==> src/hdl/btafd_pkg.sv <==
// ----------------------------------------------------------------------------
// btafd_pkg
// Shared types and constants of the BCD time and angle frame decoder.
// ----------------------------------------------------------------------------
`timescale 1ns / 1ps
`default_nettype none

package btafd_pkg;

  // frame bytes 1..16 are the only ones that feed the decode
  localparam int unsigned FrameBytes = 16;
  localparam int unsigned FrameIdxW  = $clog2(FrameBytes);
  localparam int unsigned PosW       = 5;

  localparam logic [PosW-1:0] PosHunt     = 5'd0;
  localparam logic [PosW-1:0] PosFirst    = 5'd1;
  localparam logic [PosW-1:0] PosStoreEnd = 5'd16;
  localparam logic [PosW-1:0] PosLast     = 5'd19;

  localparam int unsigned CfgIdxW = 2;
  localparam logic [CfgIdxW-1:0] CFG_START_BYTE = 2'd0;
  localparam logic [CfgIdxW-1:0] CFG_END_BYTE   = 2'd1;

  localparam logic [7:0] StartByteRst = 8'h7E;
  localparam logic [7:0] EndByteRst   = 8'hE7;

  localparam int unsigned QDepth = 2;
  localparam int unsigned QPtrW  = $clog2(QDepth);
  localparam int unsigned QCntW  = $clog2(QDepth + 1);

  typedef enum logic {
    OP_BYTE = 1'b0,
    OP_TICK = 1'b1
  } op_e;

  typedef enum logic [1:0] {
    KIND_AZIMUTH   = 2'd0,
    KIND_ELEVATION = 2'd1,
    KIND_LINK_OK   = 2'd2,
    KIND_LINK_LOST = 2'd3
  } kind_e;

  typedef struct packed {
    logic                       tick;
    logic                       link_ok;
    logic [FrameBytes-1:0][7:0] frame;
  } job_t;

endpackage

`default_nettype wire

==> src/hdl/btafd_front.sv <==
// ----------------------------------------------------------------------------
// btafd_front
// Byte framing, tick handling and configuration registers; queues jobs.
// ----------------------------------------------------------------------------
`timescale 1ns / 1ps
`default_nettype none

module btafd_front (
  input  wire logic                           clk_i,
  input  wire logic                           rst_ni,
  input  wire logic                           in_valid_i,
  output logic                                in_ready_o,
  input  wire logic                           opcode_i,
  input  wire logic [7:0]                     rx_byte_i,
  input  wire logic                           cfg_valid_i,
  output logic                                cfg_ready_o,
  input  wire logic [btafd_pkg::CfgIdxW-1:0]  cfg_index_i,
  input  wire logic [7:0]                     cfg_data_i,
  output logic                                push_o,
  output btafd_pkg::job_t                     push_job_o,
  input  wire logic                           full_i
);
  import btafd_pkg::*;

  logic [PosW-1:0]            pos_q, pos_d;
  logic                       seen_q, seen_d;
  logic [7:0]                 start_q, end_q;
  logic [FrameBytes-1:0][7:0] frame_q;
  logic                       store_we;
  logic [FrameIdxW-1:0]       wr_idx;
  logic                       accept;

  assign in_ready_o  = !full_i;
  assign cfg_ready_o = 1'b1;
  assign accept      = in_valid_i && in_ready_o;
  assign wr_idx      = FrameIdxW'(pos_q - PosFirst);

  always_comb begin
    pos_d              = pos_q;
    seen_d             = seen_q;
    store_we           = 1'b0;
    push_o             = 1'b0;
    push_job_o.tick    = 1'b0;
    push_job_o.link_ok = seen_q;
    push_job_o.frame   = frame_q;
    if (accept) begin
      if (opcode_i == OP_TICK) begin
        push_o          = 1'b1;
        push_job_o.tick = 1'b1;
        seen_d          = 1'b0;
      end else begin
        priority if (pos_q == PosHunt) begin
          if (rx_byte_i == start_q) begin
            pos_d = PosFirst;
          end
        end else if (pos_q != PosLast) begin
          pos_d    = pos_q + 5'd1;
          store_we = (pos_q <= PosStoreEnd);
        end else begin
          pos_d = PosHunt;
          if (rx_byte_i == end_q) begin
            push_o = 1'b1;
            seen_d = 1'b1;
          end
        end
      end
    end
  end

  always_ff @(posedge clk_i or negedge rst_ni) begin
    if (!rst_ni) begin
      pos_q   <= PosHunt;
      seen_q  <= 1'b0;
      start_q <= StartByteRst;
      end_q   <= EndByteRst;
    end else begin
      pos_q  <= pos_d;
      seen_q <= seen_d;
      if (cfg_valid_i && cfg_ready_o) begin
        if (cfg_index_i == CFG_START_BYTE) begin
          start_q <= cfg_data_i;
        end else if (cfg_index_i == CFG_END_BYTE) begin
          end_q <= cfg_data_i;
        end
      end
    end
  end

  always_ff @(posedge clk_i) begin
    if (store_we) begin
      frame_q[wr_idx] <= rx_byte_i;
    end
  end

  a_pos_range: assert property (@(posedge clk_i) disable iff (!rst_ni)
    pos_q <= PosLast)
    else $error("frame position out of range");

  a_no_push_full: assert property (@(posedge clk_i) disable iff (!rst_ni)
    push_o |-> !full_i)
    else $error("job pushed into full queue");

  a_seen_on_good: assert property (@(posedge clk_i) disable iff (!rst_ni)
    (push_o && !push_job_o.tick) |=> seen_q)
    else $error("good frame not recorded for link status");

endmodule

`default_nettype wire

==> src/hdl/btafd_queue.sv <==
// ----------------------------------------------------------------------------
// btafd_queue
// Small job queue between the framing front and the decode back.
// ----------------------------------------------------------------------------
`timescale 1ns / 1ps
`default_nettype none

module btafd_queue (
  input  wire logic            clk_i,
  input  wire logic            rst_ni,
  input  wire logic            push_i,
  input  wire btafd_pkg::job_t push_job_i,
  output logic                 full_o,
  input  wire logic            pop_i,
  output btafd_pkg::job_t      head_o,
  output logic                 empty_o
);
  import btafd_pkg::*;

  job_t             entry_q [QDepth];
  logic [QPtrW-1:0] wr_q, rd_q;
  logic [QCntW-1:0] cnt_q;
  logic             do_push, do_pop;

  assign full_o  = (cnt_q == QCntW'(QDepth));
  assign empty_o = (cnt_q == '0);
  assign head_o  = entry_q[rd_q];
  assign do_push = push_i && !full_o;
  assign do_pop  = pop_i && !empty_o;

  always_ff @(posedge clk_i or negedge rst_ni) begin
    if (!rst_ni) begin
      wr_q  <= '0;
      rd_q  <= '0;
      cnt_q <= '0;
    end else begin
      if (do_push) begin
        wr_q <= (wr_q == QPtrW'(QDepth - 1)) ? '0 : wr_q + QPtrW'(1);
      end
      if (do_pop) begin
        rd_q <= (rd_q == QPtrW'(QDepth - 1)) ? '0 : rd_q + QPtrW'(1);
      end
      if (do_push && !do_pop) begin
        cnt_q <= cnt_q + QCntW'(1);
      end else if (do_pop && !do_push) begin
        cnt_q <= cnt_q - QCntW'(1);
      end
    end
  end

  always_ff @(posedge clk_i) begin
    if (do_push) begin
      entry_q[wr_q] <= push_job_i;
    end
  end

  a_cnt_range: assert property (@(posedge clk_i) disable iff (!rst_ni)
    cnt_q <= QCntW'(QDepth))
    else $error("queue count overflow");

  a_no_pop_empty: assert property (@(posedge clk_i) disable iff (!rst_ni)
    pop_i |-> !empty_o)
    else $error("pop from empty queue");

  a_ptr_track: assert property (@(posedge clk_i) disable iff (!rst_ni)
    (empty_o || full_o) |-> (wr_q == rd_q))
    else $error("queue pointers disagree with count");

endmodule

`default_nettype wire

==> src/hdl/btafd_back.sv <==
// ----------------------------------------------------------------------------
// btafd_back
// Result issue and decode pipeline: date fields, milliseconds and angles.
// ----------------------------------------------------------------------------
`timescale 1ns / 1ps
`default_nettype none

module btafd_back (
  input  wire logic            clk_i,
  input  wire logic            rst_ni,
  input  wire btafd_pkg::job_t head_i,
  input  wire logic            empty_i,
  output logic                 pop_o,
  output logic                 out_valid_o,
  input  wire logic            out_ready_i,
  output logic [1:0]           result_kind_o,
  output logic                 last_o,
  output logic [11:0]          year_o,
  output logic [4:0]           month_o,
  output logic [5:0]           day_o,
  output logic [5:0]           hour_o,
  output logic [6:0]           minute_o,
  output logic [6:0]           second_o,
  output logic [12:0]          millisecond_o,
  output logic [11:0]          degree_o,
  output logic [5:0]           arcminute_o,
  output logic [5:0]           arcsecond_o
);
  import btafd_pkg::*;

  // arcseconds = code * 1296000 / 2^29 = code * 10125 / 2^22
  localparam logic [13:0] AngScale  = 14'd10125;
  localparam int unsigned AngShift  = 22;
  localparam logic [24:0] Recip60   = 25'd17895697;
  localparam int unsigned RecipSh   = 30;
  localparam logic [15:0] Recip10   = 16'd52429;
  localparam int unsigned Recip10Sh = 19;
  localparam logic [11:0] YearBase  = 12'd2000;

  typedef struct packed {
    kind_e       kind;
    logic        last;
    logic [11:0] year;
    logic [4:0]  month;
    logic [5:0]  day;
    logic [5:0]  hour;
    logic [6:0]  minute;
    logic [6:0]  second;
    logic [12:0] ms;
  } info_t;

  logic                       en, issue, elev_q, elev_d;
  logic [FrameBytes-1:0][7:0] f;
  logic [31:0]                code;
  logic [45:0]                ang_prod;
  logic [31:0]                ms_prod;
  info_t                      info0;

  logic        v1_q, v2_q, v3_q, v4_q, v5_q;
  info_t       i1_q, i2_q, i3_q, i4_q, i5_q;
  logic [23:0] t1_q, t2_q;
  logic [17:0] qa2_q, q3_q, q4_q;
  logic [5:0]  sec3_q, sec4_q, sec5_q;
  logic [11:0] qb4_q, deg5_q;
  logic [5:0]  min5_q;

  logic [48:0] p2;
  logic [23:0] r3;
  logic        ge3;
  logic [42:0] p4;
  logic [17:0] r5;
  logic        ge5;

  assign en    = !v5_q || out_ready_i;
  assign issue = en && !empty_i;
  assign f     = head_i.tick ? '0 : head_i.frame;

  always_comb begin
    pop_o      = 1'b0;
    elev_d     = elev_q;
    info0.kind = KIND_AZIMUTH;
    info0.last = 1'b0;
    if (issue) begin
      priority if (head_i.tick) begin
        info0.kind = head_i.link_ok ? KIND_LINK_OK : KIND_LINK_LOST;
        info0.last = 1'b1;
        pop_o      = 1'b1;
      end else if (!elev_q) begin
        elev_d = 1'b1;
      end else begin
        info0.kind = KIND_ELEVATION;
        info0.last = 1'b1;
        pop_o      = 1'b1;
        elev_d     = 1'b0;
      end
    end
    code = elev_q ? {f[15], f[14], f[13], f[12]} : {f[11], f[10], f[9], f[8]};
    info0.year   = head_i.tick ? '0
                 : YearBase + 12'(f[0][7:4]) * 12'd10 + 12'(f[0][3:0]);
    info0.month  = 5'(f[1][4]) * 5'd10 + 5'(f[1][3:0]);
    info0.day    = 6'(f[2][5]) * 6'd20 + 6'(f[2][4]) * 6'd10 + 6'(f[2][3:0]);
    info0.hour   = 6'(f[3][5]) * 6'd20 + 6'(f[3][4]) * 6'd10 + 6'(f[3][3:0]);
    info0.minute = 7'(f[4][6]) * 7'd40 + 7'(f[4][5]) * 7'd20 + 7'(f[4][4]) * 7'd10
                 + 7'(f[4][3:0]);
    info0.second = 7'(f[5][6]) * 7'd40 + 7'(f[5][5]) * 7'd20 + 7'(f[5][4]) * 7'd10
                 + 7'(f[5][3:0]);
    ms_prod      = 32'({f[7], f[6]}) * 32'(Recip10);
    info0.ms     = ms_prod[31:Recip10Sh];
    ang_prod     = 46'(code) * 46'(AngScale);
  end

  // seconds split
  assign p2  = 49'(t1_q) * 49'(Recip60);
  assign r3  = t2_q - 24'(qa2_q) * 24'd60;
  assign ge3 = (r3 >= 24'd60);
  // degree split
  assign p4  = 43'(q3_q) * 43'(Recip60);
  assign r5  = q4_q - 18'(qb4_q) * 18'd60;
  assign ge5 = (r5 >= 18'd60);

  always_ff @(posedge clk_i or negedge rst_ni) begin
    if (!rst_ni) begin
      elev_q <= 1'b0;
      v1_q   <= 1'b0;
      v2_q   <= 1'b0;
      v3_q   <= 1'b0;
      v4_q   <= 1'b0;
      v5_q   <= 1'b0;
    end else begin
      elev_q <= elev_d;
      if (en) begin
        v1_q <= issue;
        v2_q <= v1_q;
        v3_q <= v2_q;
        v4_q <= v3_q;
        v5_q <= v4_q;
      end
    end
  end

  always_ff @(posedge clk_i) begin
    if (en) begin
      i1_q   <= info0;
      t1_q   <= ang_prod[AngShift+23:AngShift];
      i2_q   <= i1_q;
      t2_q   <= t1_q;
      qa2_q  <= p2[RecipSh+17:RecipSh];
      i3_q   <= i2_q;
      q3_q   <= ge3 ? qa2_q + 18'd1 : qa2_q;
      sec3_q <= ge3 ? 6'(r3 - 24'd60) : 6'(r3);
      i4_q   <= i3_q;
      q4_q   <= q3_q;
      sec4_q <= sec3_q;
      qb4_q  <= p4[RecipSh+11:RecipSh];
      i5_q   <= i4_q;
      sec5_q <= sec4_q;
      deg5_q <= ge5 ? qb4_q + 12'd1 : qb4_q;
      min5_q <= ge5 ? 6'(r5 - 18'd60) : 6'(r5);
    end
  end

  assign out_valid_o   = v5_q;
  assign result_kind_o = i5_q.kind;
  assign last_o        = i5_q.last;
  assign year_o        = i5_q.year;
  assign month_o       = i5_q.month;
  assign day_o         = i5_q.day;
  assign hour_o        = i5_q.hour;
  assign minute_o      = i5_q.minute;
  assign second_o      = i5_q.second;
  assign millisecond_o = i5_q.ms;
  assign degree_o      = deg5_q;
  assign arcminute_o   = min5_q;
  assign arcsecond_o   = sec5_q;

  a_elev_has_frame: assert property (@(posedge clk_i) disable iff (!rst_ni)
    elev_q |-> (!empty_i && !head_i.tick))
    else $error("elevation pending without frame job");

  a_sub_ranges: assert property (@(posedge clk_i) disable iff (!rst_ni)
    v5_q |-> (sec5_q < 6'd60 && min5_q < 6'd60))
    else $error("arcminute or arcsecond out of range");

  a_tick_zero: assert property (@(posedge clk_i) disable iff (!rst_ni)
    (v5_q && (i5_q.kind == KIND_LINK_OK || i5_q.kind == KIND_LINK_LOST))
      |-> (deg5_q == '0 && min5_q == '0 && sec5_q == '0 && i5_q.year == '0))
    else $error("tick result carries nonzero fields");

endmodule

`default_nettype wire

==> src/hdl/bcd_time_angle_frame_decoder_top.sv <==
// ----------------------------------------------------------------------------
// bcd_time_angle_frame_decoder_top
// Frames serial bytes, decodes BCD time and two angle codes, reports link.
// ----------------------------------------------------------------------------
//  channel  | direction | handshake                 | payload
//  in       | input     | in_valid_i / in_ready_o   | opcode_i, rx_byte_i
//  out      | output    | out_valid_o / out_ready_i | result_kind_o .. arcsecond_o
//  cfg      | input     | cfg_valid_i / cfg_ready_o | cfg_index_i, cfg_data_i
//
//  one input transfer per cycle; the 2-entry job queue sets back pressure
//  a good frame issues two results into the decode pipe (azimuth, elevation)
//  issued results pass through the registered decode pipe to the outputs
//  an output stall freezes the whole decode pipe; the front frames until the queue fills
//  reset clears framing state, link flag, queue and pipe valid bits
// ----------------------------------------------------------------------------
`timescale 1ns / 1ps
`default_nettype none

module bcd_time_angle_frame_decoder_top (
  input  wire logic                          clk_i,
  input  wire logic                          rst_ni,
  input  wire logic                          in_valid_i,
  output logic                               in_ready_o,
  input  wire logic                          opcode_i,
  input  wire logic [7:0]                    rx_byte_i,
  input  wire logic                          cfg_valid_i,
  output logic                               cfg_ready_o,
  input  wire logic [btafd_pkg::CfgIdxW-1:0] cfg_index_i,
  input  wire logic [7:0]                    cfg_data_i,
  output logic                               out_valid_o,
  input  wire logic                          out_ready_i,
  output logic [1:0]                         result_kind_o,
  output logic                               last_o,
  output logic [11:0]                        year_o,
  output logic [4:0]                         month_o,
  output logic [5:0]                         day_o,
  output logic [5:0]                         hour_o,
  output logic [6:0]                         minute_o,
  output logic [6:0]                         second_o,
  output logic [12:0]                        millisecond_o,
  output logic [11:0]                        degree_o,
  output logic [5:0]                         arcminute_o,
  output logic [5:0]                         arcsecond_o
);
  import btafd_pkg::*;

  logic push, full, pop, empty;
  job_t push_job, head;

  btafd_front u_front (
    .clk_i       (clk_i),
    .rst_ni      (rst_ni),
    .in_valid_i  (in_valid_i),
    .in_ready_o  (in_ready_o),
    .opcode_i    (opcode_i),
    .rx_byte_i   (rx_byte_i),
    .cfg_valid_i (cfg_valid_i),
    .cfg_ready_o (cfg_ready_o),
    .cfg_index_i (cfg_index_i),
    .cfg_data_i  (cfg_data_i),
    .push_o      (push),
    .push_job_o  (push_job),
    .full_i      (full)
  );

  btafd_queue u_queue (
    .clk_i      (clk_i),
    .rst_ni     (rst_ni),
    .push_i     (push),
    .push_job_i (push_job),
    .full_o     (full),
    .pop_i      (pop),
    .head_o     (head),
    .empty_o    (empty)
  );

  btafd_back u_back (
    .clk_i         (clk_i),
    .rst_ni        (rst_ni),
    .head_i        (head),
    .empty_i       (empty),
    .pop_o         (pop),
    .out_valid_o   (out_valid_o),
    .out_ready_i   (out_ready_i),
    .result_kind_o (result_kind_o),
    .last_o        (last_o),
    .year_o        (year_o),
    .month_o       (month_o),
    .day_o         (day_o),
    .hour_o        (hour_o),
    .minute_o      (minute_o),
    .second_o      (second_o),
    .millisecond_o (millisecond_o),
    .degree_o      (degree_o),
    .arcminute_o   (arcminute_o),
    .arcsecond_o   (arcsecond_o)
  );

endmodule

`default_nettype wire

==> config.mk <==
export PLATFORM = sky130hd
export DESIGN_NAME = bcd_time_angle_frame_decoder_top
export DESIGN_NICKNAME = d
export VERILOG_FILES = /design/src/hdl/btafd_pkg.sv /design/src/hdl/btafd_front.sv /design/src/hdl/btafd_queue.sv /design/src/hdl/btafd_back.sv /design/src/hdl/bcd_time_angle_frame_decoder_top.sv
export SDC_FILE = /design/constraint.sdc
export NUM_CORES = 2
export LEC_CHECK = 0
export ABC_AREA = 1
export BUFFER_PORTS_ARGS = -buffer_cell sky130_fd_sc_hd__buf_4
export CAP_MARGIN = 20
export CELL_PAD_IN_SITES_DETAIL_PLACEMENT = 0
export CELL_PAD_IN_SITES_GLOBAL_PLACEMENT = 2
export CORE_MARGIN = 5
export CORE_UTILIZATION = 40
export DETAILED_ROUTE_END_ITERATION = 10
export PLACE_DENSITY_LB_ADDON = 0.1
export REMOVE_ABC_BUFFERS = 1
export SKIP_CTS_REPAIR_TIMING = 1
export SLEW_MARGIN = 20
export SYNTH_ARGS = -nofsm -noshare
export SYNTH_HDL_FRONTEND = slang
export SYNTH_HIERARCHICAL = 1
export SYNTH_SLANG_ARGS = --single-unit
==> constraint.sdc <==
create_clock -name clk_i -period 9.3 [get_ports clk_i]
set_clock_uncertainty 0.15 [all_clocks]
set_input_delay 0.465 -clock clk_i [delete_from_list [all_inputs] [get_ports clk_i]]
set_output_delay 0.465 -clock clk_i [all_outputs]
set_load 0.01 [all_outputs]
# Word-level counts from Yosys, hierarchy flattened
# Memory sizes are Yosys's and may differ from the RTL's.
# Index checks and enable logic that the tools add are counted.
# W data, S select, Z words.
[totals] regBits=605 ramBits=260 output_inout_bits=86 n_memories=1
[op_classes] n_addsub=25 mul=18 magnitude_cmp=5 n_eq_ne=8 muxes=40 n_bitwise=3 n_reduce_logical=23
[mem_list] name="u_queue.entry_q" words=2 word_bits=130 read_ports=1 rd_clocked_by_memory_dff=0 write_ports=1 line="btafd_queue.sv:20" text="job_t entry_q [QDepth];"
[ops] operator="$bwmux W128" n=1
[ops] operator="$mux W128" n=1
[ops] operator="$mul A24 B25 Y48 const B" n=1
[ops] operator="$mul A32 B14 Y46 const B" n=1
[ops] operator="$mul A1 B3 Y4 const B" n=11
[ops] operator="$mul A18 B25 Y42 const B" n=1
[ops] operator="$demux W8 S4" n=1
[ops] operator="$mul A16 B16 Y32 const B" n=1
[ops] operator="$mux W32" n=1
[ops] operator="$ge A24 B6 Y1 const B" n=1
[ops] operator="$mux W1" n=24
[ops] operator="$sub A24 B24 Y24" n=1
[ops] operator="$mul A18 B4 Y22 const B" n=1
[ops] operator="$add A18 B1 Y18 const B" n=1
[ops] operator="$ge A18 B6 Y1 const B" n=1
[ops] operator="$mux W18" n=1
[ops] operator="$sub A18 B18 Y18" n=1
[ops] operator="$eq A8 B8 Y1" n=2
[ops] operator="$mul A12 B4 Y16 const B" n=1
[ops] operator="$mux W5" n=3
[ops] operator="$add A7 B4 Y7" n=2
[ops] operator="$add A7 B5 Y7" n=2
[ops] operator="$add A7 B6 Y7" n=2
[ops] operator="$add A11 B8 Y12 const A" n=1
[ops] operator="34 further kinds" n=59

# Longest topological paths before layout
[logic_depth] word_depth=11 ltp_mapped=31 depth_no_buf=29

# Cells and area by module
# The synthesis kept the hierarchy.
[modules_own_cells] mod="btafd_back" n_inst=1 cells_per_inst=4252 area_per_inst_um2=42699.7 seq_area_each_um2=13513.0
[modules_own_cells] mod="btafd_queue" n_inst=1 cells_per_inst=711 area_per_inst_um2=9715.6 seq_area_each_um2=7907.6
[modules_own_cells] mod="btafd_front" n_inst=1 cells_per_inst=355 area_per_inst_um2=5422.7 seq_area_each_um2=4409.2

# Worst setup path before layout
# Ideal clock, no wire load.
[synth_path] path_type="input to register" from="input out_ready_i" to="register u_back.v4_q" arrival_ps=9523 required_ps=8610 slack_ps=-913 stages=3 n_path_buf=0 cell_sequence="nor2_1 inv_1 o21ai_0"
[synth_via] elab_chain_cells=1
[synth_lines] item="from (decl)" line="bcd_time_angle_frame_decoder_top.sv:31" text="input wire logic out_ready_i,"
[synth_lines] item="$logic_or A1 B1 Y1" line="btafd_back.sv:74" text="assign en = !v5_q || out_ready_i;"
[synth_lines] item="to (signal assigned)" line="btafd_back.sv:135" text="v4_q <= v3_q;"
[synth_lines] item="to (decl)" line="btafd_back.sv:59" text="logic v1_q, v2_q, v3_q, v4_q, v5_q;"
# No other way between the ends.
# A chain may end at the register's enable or synchronous reset.

==> out/qor.csv <==
metric,value,unit
first-pass GRT wire length,217,mm
hold path cells,1,
Total GRT Usage,18.3,%
# port buffers,108,
final hold viol count,0,
Worst setup SP type,flop,
worst path arrival time,8270,ps
Tcrit/Tclk final,85.3,%
CTS Root Cell,clkbuf_16,
share of layout cells above drive strength 1,5.92,%
final core occ,44.7,%
Final GP Congestion,0.846,
max_slew headroom,29.6,%
First-pass DRT Iterations,5,
WS Path Type,reg -> reg,
FP Rows,138,
net count reported at finish,6574,
Starting Density,40.3,%
Worst-Margin Slew,1050,ps
final HPWL from detailed placement,107,mm
Fill cells,13500,
post-synthesis cell count,5264,
"most common cell after layout, fill and taps aside",nand2_1,
Final Non-Filler Cells,7409,
Required @ worst endpoint,9630,ps
boundary pin count,110,
Iter 0 DRT Violations,1740,
final setup fails,0,
CTS Buf Count,93,
status,completed,
Tmin final,7940,ps
"commonest cells after routing, fill and taps aside","1080 x nand2_1, 879 x inv_1, 806 x edfxtp_1",
H-tree depth,3,
Die ar.,150000,um2
slowest CP cell,dfrtp_4,
TritonCTS clock tree,done,
Sink Count,838,
largest net degree at the start of global routing,176,
vias in the first global route,38000,
max cap viols,0,
Post-Syn Area,56900,um2
routed vias,36100,
worst r2r src,u_queue/rd_q,
r2r setup slk,1360,ps
Final Max Slew Viols,0,
WL final,137,mm
core area,141000,um2
Synth-to-Final Area Change,11.0,%
Hold Crit Start,rx_byte_i[0],
mean number of vias per cell,4.87,
"antenna viol nets, final",0,
antenna cells,0,
routed len/inst,18.4,um
Cell Count Post-Placement,7227,
GR Overflow Total,0,
drt drc,0,
Skew-Pair Late Insertion Delay,700,ps
Max Fclk,126,MHz
mean post-synth cell area,10.8,um2
clk buf depth,3,
initial antenna violation count,0,
hold path endpoint,u_front/push_job_o[112],
Worst Setup End Kind,flop,
RSZ-0062 raised after global routing,no,
Synth Warn #,6,
die width,387,um
die height,387,um
r2r endpoint,u_back/t1_q[10],
Min-Delay Path Class,in -> reg,
Slowest Stage Delay on Critical Path,830,ps
CTS clock-pin slew for the worst setup and hold paths,60,ps
R2R depth,25,
CP max FO,50,
-- routing by layer --
metal	GRT usage [%]	up-vias	routed length (um)
li1	-	17900	-
met1	24.2	17600	61900
met2	32.4	438	68500
met3	2.03	151	3550
met4	4.29	0	2690
met5	0	-	0
-- stage by stage --
stage | hold WS (ps) | instance area (um2) | TNS (ps) | setup WS [ps]
floorplan | 19.4 | 56600 | -396260 | -913
finish | 43.8 | 63200 | 0 | 1360
global placement | 251 | 60000 | 0 | 1190
global route | 9.31 | 63200 | 0 | 864
CTS | -460 | 63100 | 0 | 1170
detailed placement | 255 | 60000 | 0 | 1190
-- critical path, delay by kind of cell, from the launching register on --
kind / cells / cell delay (ps)
DFF: 1 / 830
and+or+nand+nor: 9 / 1370
adders and majority gates: 7 / 3290
AOI/OAI and AO/OA: 2 / 970
xor gates and xnor gates: 1 / 260
buffers and inverters: 6 / 870
-- flip-flops by register name, summed over array words and instances, names as in the netlist, 7 cells and up --
name	count
u_back/i4_q	59
u_back/q3_q	18
u_back/i3_q	59
u_back/millisecond_o	13
u_front/start_q	8
u_back/t1_q	24
u_back/t2_q	24
u_front/end_q	8
u_back/i1_q	59
u_back/qa2_q	18
u_back/second_o	7
u_back/degree_o	12
u_back/year_o	12
u_front/push_job_o	119
u_back/minute_o	7
u_queue/entry_q	242
u_back/i2_q	59
u_back/q4_q	18
u_back/qb4_q	12
-- area by class of cell --
cell class                 count  area, um2  area share, %
clock inverter                60        676           1.07
sequential                   838      25000           39.6
tap                         1890       2360           3.74
timing repair buffer         144       1150           1.83
inverter                     887       3340           5.29
multi-input combinational   3479      28200           44.7
clock buffer                 111       2400           3.81
-- worst max path at each step --
stage / from / to
finish: u_queue/rd_q / u_back/t1_q[10]
global route: u_queue/rd_q / u_back/t1_q[10]
CTS: u_queue/rd_q / u_back/t1_q[10]
detailed placement: u_queue/rd_q / u_back/t1_q[10]
global placement: u_queue/rd_q / u_back/t1_q[10]
floorplan: out_ready_i / u_back/v4_q
Power is left out: the tool's default activity adds up to more than one toggle a clock period on the data nets, which glitch-free logic cannot reach.
